### src/rtl/mrf_pkg.sv
// ----------------------------------------------------------------------------
// Measurement record framer package
// Shared constants, source codes and the record header type.
// ----------------------------------------------------------------------------
package mrf_pkg;

    localparam int DEF_MAX_SLOTS    = 8;
    localparam int DEF_BUFFER_BYTES = 64;
    localparam int QUEUE_DEPTH      = 2;

    localparam int HDR_BYTES = 3;
    localparam int TS_BYTES  = 4;

    localparam logic [7:0]  POS_TYPE   = 8'd0;
    localparam logic [7:0]  POS_LEN    = 8'd1;
    localparam logic [7:0]  POS_TS0    = 8'd2;
    localparam logic [7:0]  POS_SLOT0  = 8'd6;
    localparam logic [7:0]  END_MARK   = 8'hFF;
    localparam logic [15:0] FILL_VALUE = 16'hFFFF;

    localparam logic [1:0] REG_CHANNEL_COUNT = 2'd0;
    localparam logic [1:0] REG_CHANNEL_MAP   = 2'd1;
    localparam logic [1:0] REG_RECORD_TYPE   = 2'd2;

    localparam logic [2:0] SRC_ADC0 = 3'd0;
    localparam logic [2:0] SRC_ADC1 = 3'd1;
    localparam logic [2:0] SRC_ADC2 = 3'd2;
    localparam logic [2:0] SRC_ADC3 = 3'd3;
    localparam logic [2:0] SRC_PINS = 3'd4;

    typedef struct packed {
        logic        drop;
        logic [7:0]  rtype;
        logic [7:0]  length;
        logic [31:0] ts;
    } t_rec_hdr;

endpackage

### src/rtl/mrf_front.sv
// ----------------------------------------------------------------------------
// Measurement record framer front end
// Classifies a request as fitting or dropped and builds its slot values.
// ----------------------------------------------------------------------------
module mrf_front import mrf_pkg::*; #(
    parameter int MAX_SLOTS    = DEF_MAX_SLOTS,
    parameter int BUFFER_BYTES = DEF_BUFFER_BYTES
) (
    input  logic [3:0]              i_channel_count,
    input  logic [23:0]             i_channel_map,
    input  logic [7:0]              i_record_type,
    input  logic [31:0]             i_timestamp_ms,
    input  logic [11:0]             i_adc_sample_0,
    input  logic [11:0]             i_adc_sample_1,
    input  logic [11:0]             i_adc_sample_2,
    input  logic [11:0]             i_adc_sample_3,
    input  logic [7:0]              i_port_pins,
    input  logic [6:0]              i_free_space,
    output t_rec_hdr                o_hdr,
    output logic [MAX_SLOTS*16-1:0] o_values
);

    localparam logic [3:0] MAX_CNT = 4'(MAX_SLOTS);
    localparam logic [7:0] BUF_MAX = 8'(BUFFER_BYTES);

    logic [3:0]  slots;
    logic [7:0]  content;
    logic [7:0]  total;
    logic [7:0]  space;
    logic [15:0] pins_val;

    always_comb begin
        slots    = (i_channel_count > MAX_CNT) ? MAX_CNT : i_channel_count;
        content  = 8'(TS_BYTES) + {3'd0, slots, 1'b0};
        total    = content + 8'(HDR_BYTES);
        space    = ({1'b0, i_free_space} > BUF_MAX) ? BUF_MAX : {1'b0, i_free_space};
        pins_val = {12'd0, i_port_pins[4:3], i_port_pins[1:0]};

        o_hdr.drop   = (space < total);
        o_hdr.rtype  = i_record_type;
        o_hdr.length = content;
        o_hdr.ts     = i_timestamp_ms;
    end

    for (genvar g = 0; g < MAX_SLOTS; g++) begin : g_slot
        logic [2:0]  code;
        logic [15:0] val;
        always_comb begin
            code = i_channel_map[3*g +: 3];
            unique case (code)
                SRC_ADC0: val = {4'd0, i_adc_sample_0};
                SRC_ADC1: val = {4'd0, i_adc_sample_1};
                SRC_ADC2: val = {4'd0, i_adc_sample_2};
                SRC_ADC3: val = {4'd0, i_adc_sample_3};
                SRC_PINS: val = pins_val;
                default:  val = FILL_VALUE;
            endcase
        end
        assign o_values[16*g +: 16] = val | {i_timestamp_ms[3:0], 12'd0};
    end

endmodule

### src/rtl/mrf_queue.sv
// ----------------------------------------------------------------------------
// Measurement record framer queue
// Short register queue between the front end and the serialiser.
// ----------------------------------------------------------------------------
module mrf_queue import mrf_pkg::*; #(
    parameter int WIDTH = 8,
    parameter int DEPTH = QUEUE_DEPTH
) (
    input  logic             i_clk,
    input  logic             i_rst_n,
    input  logic             i_push,
    input  logic [WIDTH-1:0] i_data,
    input  logic             i_pop,
    output logic [WIDTH-1:0] o_data,
    output logic             o_full,
    output logic             o_empty
);

    localparam int PW = (DEPTH > 1) ? $clog2(DEPTH) : 1;
    localparam int CW = $clog2(DEPTH + 1);

    logic [WIDTH-1:0] r_mem [DEPTH];
    logic [PW-1:0]    r_wptr, n_wptr;
    logic [PW-1:0]    r_rptr, n_rptr;
    logic [CW-1:0]    r_count, n_count;
    logic             do_push, do_pop;

    always_comb begin
        o_full  = (r_count == CW'(DEPTH));
        o_empty = (r_count == '0);
        o_data  = r_mem[r_rptr];
        do_push = i_push && !o_full;
        do_pop  = i_pop && !o_empty;
        n_wptr  = r_wptr;
        n_rptr  = r_rptr;
        n_count = r_count;
        if (do_push) begin
            n_wptr = (r_wptr == PW'(DEPTH - 1)) ? '0 : r_wptr + 1'b1;
        end
        if (do_pop) begin
            n_rptr = (r_rptr == PW'(DEPTH - 1)) ? '0 : r_rptr + 1'b1;
        end
        if (do_push && !do_pop) begin
            n_count = r_count + 1'b1;
        end else if (do_pop && !do_push) begin
            n_count = r_count - 1'b1;
        end
    end

    always_ff @(posedge i_clk) begin
        if (!i_rst_n) begin
            r_wptr  <= '0;
            r_rptr  <= '0;
            r_count <= '0;
        end else begin
            r_wptr  <= n_wptr;
            r_rptr  <= n_rptr;
            r_count <= n_count;
        end
    end

    always_ff @(posedge i_clk) begin
        if (do_push) begin
            r_mem[r_wptr] <= i_data;
        end
    end

endmodule

### src/rtl/mrf_back.sv
// ----------------------------------------------------------------------------
// Measurement record framer back end
// Serialises one queued record into r_byte, a byte per cycle unless stalled.
// ----------------------------------------------------------------------------
module mrf_back import mrf_pkg::*; #(
    parameter int MAX_SLOTS = DEF_MAX_SLOTS
) (
    input  logic                    i_clk,
    input  logic                    i_rst_n,
    input  logic                    i_empty,
    input  t_rec_hdr                i_hdr,
    input  logic [MAX_SLOTS*16-1:0] i_values,
    output logic                    o_pop,
    output logic                    o_valid,
    input  logic                    i_stall,
    output logic [7:0]              o_out_byte,
    output logic                    o_last,
    output logic                    o_dropped
);

    localparam int IW = $clog2(HDR_BYTES + TS_BYTES + 2 * MAX_SLOTS);
    localparam int SW = (MAX_SLOTS > 1) ? $clog2(MAX_SLOTS) : 1;

    logic [IW-1:0] r_idx, n_idx;
    logic          r_valid, n_valid;
    logic [7:0]    r_byte, n_byte;
    logic          r_last, n_last;
    logic          r_dropped, n_dropped;

    logic          load;
    logic [7:0]    pos;
    logic [7:0]    rel;
    logic [7:0]    half;
    logic [1:0]    tsel;
    logic [SW-1:0] ssel;
    logic [15:0]   sval;
    logic [7:0]    gen_byte;
    logic          gen_last;
    logic          gen_drop;

    always_comb begin
        load = !r_valid || !i_stall;
        pos  = 8'(r_idx);
        rel  = pos - POS_SLOT0;
        half = rel >> 1;
        ssel = half[SW-1:0];
        tsel = 2'(pos - POS_TS0);
        sval = '0;
        for (int s = 0; s < MAX_SLOTS; s++) begin
            if (ssel == SW'(s)) begin
                sval = i_values[16*s +: 16];
            end
        end

        gen_last = 1'b0;
        gen_drop = 1'b0;
        priority if (i_hdr.drop) begin
            gen_byte = '0;
            gen_last = 1'b1;
            gen_drop = 1'b1;
        end else if (pos == POS_TYPE) begin
            gen_byte = i_hdr.rtype;
        end else if (pos == POS_LEN) begin
            gen_byte = i_hdr.length;
        end else if (pos < POS_SLOT0) begin
            gen_byte = i_hdr.ts[8*tsel +: 8];
        end else if (pos == i_hdr.length + 8'd2) begin
            gen_byte = END_MARK;
            gen_last = 1'b1;
        end else begin
            gen_byte = rel[0] ? sval[15:8] : sval[7:0];
        end

        n_idx     = r_idx;
        n_valid   = r_valid;
        n_byte    = r_byte;
        n_last    = r_last;
        n_dropped = r_dropped;
        o_pop     = 1'b0;
        if (load) begin
            n_valid = !i_empty;
            if (!i_empty) begin
                n_byte    = gen_byte;
                n_last    = gen_last;
                n_dropped = gen_drop;
                if (gen_last) begin
                    n_idx = '0;
                    o_pop = 1'b1;
                end else begin
                    n_idx = r_idx + 1'b1;
                end
            end
        end
    end

    always_ff @(posedge i_clk) begin
        if (!i_rst_n) begin
            r_idx   <= '0;
            r_valid <= 1'b0;
        end else begin
            r_idx   <= n_idx;
            r_valid <= n_valid;
        end
    end

    always_ff @(posedge i_clk) begin
        r_byte    <= n_byte;
        r_last    <= n_last;
        r_dropped <= n_dropped;
    end

    assign o_valid    = r_valid;
    assign o_out_byte = r_byte;
    assign o_last     = r_last;
    assign o_dropped  = r_dropped;

endmodule

### src/rtl/measurement_record_framer.sv
// ----------------------------------------------------------------------------
// Measurement record framer
// Turns measurement requests into a byte stream of framed records.
// ----------------------------------------------------------------------------
// Input channel: one request per accepted i_valid with o_stall low; it carries
// a timestamp, four converter samples, the port pins and the free space.
// Output channel: one byte per accepted o_valid with i_stall low; o_last marks
// the final byte of a request, o_dropped the single byte of a skipped record.
// A record is 7 + 2 * channel_count bytes (channel_count limited to
// MAX_SLOTS, so at most 23), streamed at one byte per cycle while i_stall
// is low; a dropped request yields one byte. A request is queued, then its
// bytes are registered in r_byte; it leaves the queue with its last byte.
// A two-entry queue sits between the front end and the serialiser, so
// requests are taken while an earlier record streams out. The user is to
// write configuration through i_cfg_we, i_cfg_index and i_cfg_wdata only
// while the block is idle; the block does not enforce it. Reset clears
// the configuration registers and empties the queue. When the receiver
// stalls, the output byte holds and the queue fills; once full, o_stall rises.
// ----------------------------------------------------------------------------
module measurement_record_framer import mrf_pkg::*; #(
    parameter int MAX_SLOTS    = DEF_MAX_SLOTS,
    parameter int BUFFER_BYTES = DEF_BUFFER_BYTES
) (
    input  logic        i_clk,
    input  logic        i_rst_n,
    input  logic        i_cfg_we,
    input  logic [1:0]  i_cfg_index,
    input  logic [23:0] i_cfg_wdata,
    input  logic        i_valid,
    output logic        o_stall,
    input  logic [31:0] i_timestamp_ms,
    input  logic [11:0] i_adc_sample_0,
    input  logic [11:0] i_adc_sample_1,
    input  logic [11:0] i_adc_sample_2,
    input  logic [11:0] i_adc_sample_3,
    input  logic [7:0]  i_port_pins,
    input  logic [6:0]  i_free_space,
    output logic        o_valid,
    input  logic        i_stall,
    output logic [7:0]  o_out_byte,
    output logic        o_last,
    output logic        o_dropped
);

    localparam int VW = MAX_SLOTS * 16;
    localparam int QW = $bits(t_rec_hdr) + VW;

    logic [3:0]  r_channel_count;
    logic [23:0] r_channel_map;
    logic [7:0]  r_record_type;

    t_rec_hdr          f_hdr, q_hdr;
    logic [VW-1:0]     f_values, q_values;
    logic [QW-1:0]     q_out;
    logic              q_full, q_empty, q_pop;

    always_ff @(posedge i_clk) begin
        if (!i_rst_n) begin
            r_channel_count <= '0;
            r_channel_map   <= '0;
            r_record_type   <= '0;
        end else if (i_cfg_we) begin
            unique case (i_cfg_index)
                REG_CHANNEL_COUNT: r_channel_count <= i_cfg_wdata[3:0];
                REG_CHANNEL_MAP:   r_channel_map   <= i_cfg_wdata;
                REG_RECORD_TYPE:   r_record_type   <= i_cfg_wdata[7:0];
                default: ;
            endcase
        end
    end

    mrf_front #(
        .MAX_SLOTS    (MAX_SLOTS),
        .BUFFER_BYTES (BUFFER_BYTES)
    ) u_front (
        .i_channel_count (r_channel_count),
        .i_channel_map   (r_channel_map),
        .i_record_type   (r_record_type),
        .i_timestamp_ms  (i_timestamp_ms),
        .i_adc_sample_0  (i_adc_sample_0),
        .i_adc_sample_1  (i_adc_sample_1),
        .i_adc_sample_2  (i_adc_sample_2),
        .i_adc_sample_3  (i_adc_sample_3),
        .i_port_pins     (i_port_pins),
        .i_free_space    (i_free_space),
        .o_hdr           (f_hdr),
        .o_values        (f_values)
    );

    mrf_queue #(
        .WIDTH (QW),
        .DEPTH (QUEUE_DEPTH)
    ) u_queue (
        .i_clk   (i_clk),
        .i_rst_n (i_rst_n),
        .i_push  (i_valid),
        .i_data  ({f_hdr, f_values}),
        .i_pop   (q_pop),
        .o_data  (q_out),
        .o_full  (q_full),
        .o_empty (q_empty)
    );

    assign q_hdr    = q_out[QW-1:VW];
    assign q_values = q_out[VW-1:0];
    assign o_stall  = q_full;

    mrf_back #(
        .MAX_SLOTS (MAX_SLOTS)
    ) u_back (
        .i_clk      (i_clk),
        .i_rst_n    (i_rst_n),
        .i_empty    (q_empty),
        .i_hdr      (q_hdr),
        .i_values   (q_values),
        .o_pop      (q_pop),
        .o_valid    (o_valid),
        .i_stall    (i_stall),
        .o_out_byte (o_out_byte),
        .o_last     (o_last),
        .o_dropped  (o_dropped)
    );

endmodule

### config.mk
export PLATFORM = sky130hd
export DESIGN_NAME = measurement_record_framer
export DESIGN_NICKNAME = d
export VERILOG_FILES = /design/src/rtl/mrf_pkg.sv /design/src/rtl/mrf_front.sv /design/src/rtl/mrf_queue.sv /design/src/rtl/mrf_back.sv /design/src/rtl/measurement_record_framer.sv
export SDC_FILE = /design/constraint.sdc
export NUM_CORES = 1
export LEC_CHECK = 0
export BUFFER_PORTS_ARGS = -buffer_cell sky130_fd_sc_hd__buf_4
export CAP_MARGIN = 20
export CORE_ASPECT_RATIO = 1.4
export CORE_MARGIN = 3
export CORE_UTILIZATION = 34
export CTS_CLUSTER_DIAMETER = 60
export DETAILED_ROUTE_END_ITERATION = 8
export SYNTH_ARGS = -nofsm -noshare
export SYNTH_HDL_FRONTEND = slang
export SYNTH_HIERARCHICAL = 1
export SYNTH_SLANG_ARGS = --single-unit
### constraint.sdc
create_clock -name i_clk -period 10.9 [get_ports i_clk]
set_clock_uncertainty 0.1 [all_clocks]
set_input_delay 1.09 -clock i_clk [delete_from_list [all_inputs] [get_ports i_clk]]
set_output_delay 1.09 -clock i_clk [all_outputs]
set_load 0.02 [all_outputs]
==> results of run 1 <==
[area by class of cell]
cell class / count / area, um2 / share of cell area, %
clock buffer: 51 / 1160 / 4.64
antenna: 1 / 2.50 / 0.0100
timing repair buffer: 166 / 1270 / 5.09
inverter: 17 / 63.8 / 0.255
sequential: 411 / 11900 / 47.5
multi-input combinational: 1119 / 9300 / 37.2
tap: 840 / 1050 / 4.21
clock inverter: 28 / 267 / 1.07
[worst paths after layout]
path                                         endpoint  slack, ns              from
worst min register to register  u_queue/r_mem[1][171]       0.35  r_record_type[3]
worst max register to register     u_queue/r_count[1]       6.22              flop
worst min-delay path            u_queue/r_mem[1][171]       0.35  r_record_type[3]
worst max-delay path               u_queue/r_count[1]       6.22              flop
[state kept, by name (all words and copies together) (netlist names), named ones only]
register	count
u_back/r_idx	5
r_channel_map	24
u_back/o_out_byte	8
u_queue/r_rptr	1
u_back/o_valid	1
u_back/o_last	1
u_queue/r_wptr	1
r_channel_count	4
u_queue/r_mem	354
u_back/o_dropped	1
u_queue/r_count	2
r_record_type	8
[logic make-up after synthesis]
family,share of synthesized area [%]
xor gates and xnor gates,0.534
adders and majority gates,0.779
AOI/OAI and AO/OA,10.9
and+or+nand+nor,8.12
other,0.0334
muxes,20.9
buffers and inverters,5.93
DFF,52.8
[metrics by stage]
step	util (%)	power (mW)
after global placement	36.3	3.23
after global routing	38.5	4.90
after CTS	38.5	4.75
after detailed placement	36.3	3.26
final	38.5	4.70
after floorplan	-	2.97
[cells in the final DEF (no fill, tap or decap), types with 6 or more instances in the layout]
master and instances:
mux2_2 122, a21oi_1 41, o21ai_1 56, o21ai_0 114, o22ai_1 79, clkbuf_16 45, o32ai_1 10, o211ai_1 7
nor2_1 14, and2_1 7, nor2b_1 84, mux2_4 152, nand2b_1 60, mux4_2 18, nand2_1 101, dfxtp_1 43
nor3_1 22, xnor2_1 6, buf_4 164, ha_1 14, clkinv_1 9, o221ai_1 15, a211oi_1 24, o21a_1 14
mux2i_1 58, nand3_1 9, clkinv_2 12, edfxtp_1 364, inv_1 14
[power by group]
part           switching, mW  internal [mW]  total [mW]  leakage [nW]
Sequential            0.0912           1.98        2.07          3.79
Clock                  0.622          0.860        1.48         0.705
Combinational          0.605          0.543        1.15          4.08
Total                   1.32           3.38        4.70          8.58
[layer usage]
layer	track usage, %	vias to the layer above
li1	-	6565
met1	20.4	7211
met2	31.8	617
met3	2.56	201
met4	8.65	0
met5	0	-
[critical path, stage by stage (launching register included)]
cell and delay [ns]:
dfxtp_4 0.81, buf_12 0.58, mux2_2 0.46, ha_1 0.25, xor3_1 0.37, o22a_1 0.22, nor3_4 0.33, a31o_2 0.29
and2_1 0.14, o21ai_1 0.09, ha_1 0.32, or3_1 0.35, a21boi_1 0.15
==> impl_metrics.yaml, run 1 <==
global_routing:
  grtUsageTotal_pct: 17.6
  first_global_vias: 14879
  grt_pass1_wl_um: 92200
  grt_start_max_net_pins: 147
  antenna_found_initial: 1
  grt-ovfl-total: 0
logic_synthesis:
  ys_seq_area_share_pct: 52.8
  synth.area.top_cells: "edfxtp_1 (49%), mux2_4 (10%), mux2_2 (6.1%)"
  syn-mean-instance-area_um2: 13.0
  synth_edf_count: 364
  yosysWarnings: 6
  synth_most_common_cell: "edfxtp_1"
  ys_types: 79
  syn_area_um2: 22500
  yosys_register_bits: 411
  synth_cells: 1730
  ys_async_sr_fraction_pct: 0
  ys.flop_type: "edfxtp_1"
  synth_top_area_share_pct: 48.6
  synthTopCellsByCount: "edfxtp_1 (364), mux2_4 (152), mux2_2 (122)"
  synth.largest_area_cell: "edfxtp_1"
layout:
  stdcell_count: 2633
  layout-drive-gt1-share_pct: 30.4
  finalNetCount: 1899
  fin_area_um2: 25000
  fillers: 6105
  syn2layout_area_growth_pct: 11.2
sta:
  relSlewSlack_pct: 25.9
  period_needed_ns: 4.68
  setup_tns_ns: 0
  grt_setup_unrepaired: "false"
  max_freq_mhz: 214
  hold_viol_final: 0
  hold_slack_ns: 0.348
  post-route-period-util_pct: 42.9
  maxSlewViolCount: 0
  worst_slew_pin_slew_ns: 1.11
  worst_slack_ns: 6.22
  setup_violations: 0
clock_network:
  numCtsBuffers: 44
  ctsHoldBuffers: 0
  tritoncts: "done"
  cts_buffer_depth: 3
  clockRootBuffer: "clkbuf_16"
  cts.sinks: 411
  clkTransAtPathRegs_ns: 0.06
  clock_latency_ns: 0.58
  ctsResizeCount: 0
  cts-htree-levels: 2
  post_cts_buffers: 0
worst_hold_path:
  hold_depth: 0
  hp-class: "reg -> reg"
setup_path:
  arrival_ns: 5.09
  r2r_cells: 12
  cp-end-kind: "flop"
  critical_path_class: "reg -> reg"
  startpoint_type: "flop"
  crit_fanout: 97
  worstPathRequired_ns: 11.31
route:
  vias: 14594
  totalWireLength_um: 62900
  wl_met1_um: 24000
  drc: 0
  drtPass1Iterations: 5
  drtAntennaViolNets: 0
  wl_met2_um: 32200
  met3_wirelength_um: 3480
  via_per_inst: 5.54
  routed.top_layer: "met4"
  wl_per_cell_um: 23.9
  first_iter_violations: 1027
floorplanning:
  coreArea_um2: 64800
  die_height_um: 310
  die_w_um: 223
  initial_core_util_pct: 34.7
  num_rows: 110
  boundaryPins: 138
  die_area_um2: 69300
place:
  place_inst: 2553
  portBuffers: 133
  globalplace.congestion: 0.861
  pre_cts_ws_ns: 6.21
  dpl_cell_area_um2: 23600
  dp_hpwl_um: 40900
power:
  p_leak_nw: 8.58
  p_per_area_nw_per_um2: 188
  vdd_ir_drop_max_mv: 0.125
job:
  maxCapViolCount: 0
run_status:
  outcome: "completed"
(Power assumes the default switching activity.)
==> inputs of run 2 (changes only) <==
- clock period: 10.9 -> 4.26 ns (I/O delays scaled with it)
==> impl_metrics.yaml, run 2 (same netlist as run 1, synthesis figures left out) <==
layout:
  layout_commonest_cell: "edfxtp_1"
  top_regs: "u_queue/r_mem x354, r_channel_map x24"
  stdcell_count: 2691
  final_cell_mix: "edfxtp_1 (364), buf_4 (164), mux2_4 (152)"
  finalNetCount: 1949
  top_register: "u_queue/r_mem"
  fillers: 6078
  fin_area_um2: 25600
  syn2layout_area_growth_pct: 13.8
  multi_input_area_um2: 9300
  layout-drive-gt1-share_pct: 29.7
  seq_area_um2: 11900
  largest_reg_flops: 354
sta:
  period_needed_ns: 3.58
  hold_viol_final: 0
  maxSlewViolCount: 0
  setup_violations: 0
  setup_tns_ns: 0
  max_freq_mhz: 280
  relSlewSlack_pct: 34.5
  grt_setup_unrepaired: "false"
  worst_slew_pin_slew_ns: 0.972
  post-route-period-util_pct: 83.9
power:
  p_per_area_nw_per_um2: 472
  p_leak_nw: 8.79
  vdd_ir_drop_max_mv: 0.297
  power_mw: 12.1
route:
  drtPass1Iterations: 6
  first_iter_violations: 1274
  via_per_inst: 5.38
  vias: 14471
  drtAntennaViolNets: 0
  drc: 0
  wl_per_cell_um: 22.7
  totalWireLength_um: 61000
floorplanning:
  die_area_um2: 69300
  initial_core_util_pct: 34.7
  num_rows: 110
  die_w_um: 223
  coreArea_um2: 64800
  die_height_um: 310
  boundaryPins: 138
setup_path:
  critical_path_class: "reg -> reg"
  cp_slowest_cell: "dfxtp_4"
  crit_fanout: 10
  startpoint_type: "flop"
  worstPathCellList: "mux2_2 -> ha_1 -> xor3_1 -> o22a_1 -> nor3_4 -> a31o_2 -> and2_1 -> o21ai_1 -> ha_1 -> or3_1 -> a21boi_1"
  cp-end-kind: "flop"
  path_buf_inv: 0
  worstPathRequired_ns: 4.67
  arrival_ns: 3.99
  path_delay_family: "simple AND/OR/NAND/NOR gates"
  critPathMostFrequentCell: "ha_1"
  critPathMaxStageDelay_ns: 0.45
job:
  maxCapViolCount: 0
run_status:
  outcome: "completed"
place:
  portBuffers: 133
  place_inst: 2558
  dpl_cell_area_um2: 23700
  dp_hpwl_um: 42700
  globalplace.congestion: 0.853
global_routing:
  antenna_found_initial: 7
  grtUsageTotal_pct: 17.1
  grt_start_max_net_pins: 105
  grt_pass1_wl_um: 90400
  grt-ovfl-total: 0
  first_global_vias: 14404
clock_network:
  numCtsBuffers: 42
  tritoncts: "done"
  ctsHoldBuffers: 46
  clockRootBuffer: "clkbuf_16"
  clock_latency_ns: 0.58
  cts_buffer_depth: 3
  cts.sinks: 411
  clkTransAtPathRegs_ns: 0.07
  cts-htree-levels: 2
  ctsResizeCount: 0
  post_cts_buffers: 0
worst_hold_path:
  hp-class: "in -> reg"
## run 2: report_power, final
part	switching, mW	total (mW)	internal (mW)
clock network	1.59	3.76	2.17
logic	1.58	3.04	1.46
registers	0.219	5.28	5.06
total	3.39	12.1	8.69
## run 2: worst paths after layout
| path | from | endpoint | slack (ns) | depth (start not counted) |
|---|---|---|---|---|
| max | flop | u_queue/r_count[1] | 0.68 | 11 |
| min | i_cfg_wdata[5] | r_channel_map[5] | 0.05 | 3 |
| max reg2reg | flop | u_queue/r_count[1] | 0.68 | 11 |
| min reg2reg | r_channel_count[1] | r_channel_count[1] | 0.36 | 2 |
## run 2: metal layers
metal / GRT usage [%] / share of wire, %
met2: 29.1 / 49
met1: 21.6 / 41
met3: 2.08 / 5.0
met5: 0 / 0
met4: 8.12 / 4.7
## run 2: final cells by class
| class | count | share of cell area, % |
|---|---|---|
| Clock buffer | 52 | 4.30 |
| Tap cell | 840 | 4.11 |
| Antenna cell | 8 | 0.0783 |
| Sequential cell | 411 | 46.5 |
| Clock inverter | 26 | 1.22 |
| Timing Repair Buffer | 218 | 7.19 |
| Inverter | 17 | 0.259 |
| Multi-Input combinational cell | 1119 | 36.4 |
## run 2: metrics by stage
| step | setup WS, ns | hold slack (ns) | util, % |
|---|---|---|---|
| after floorplan | -1.07 | 0.330 | - |
| after global placement | 0.729 | 0.333 | 36.5 |
| after detailed placement | 0.672 | 0.347 | 36.5 |
| after CTS | 0.664 | 0.0231 | 39.4 |
| after global routing | 0.544 | 0.0427 | 39.4 |
| final | 0.684 | 0.0520 | 39.4 |
## run 2: tightest hold or removal path, cell delays in order
cell and delay, ns:
buf_4 0.11, nand2_1 0.07, mux2i_1 0.07
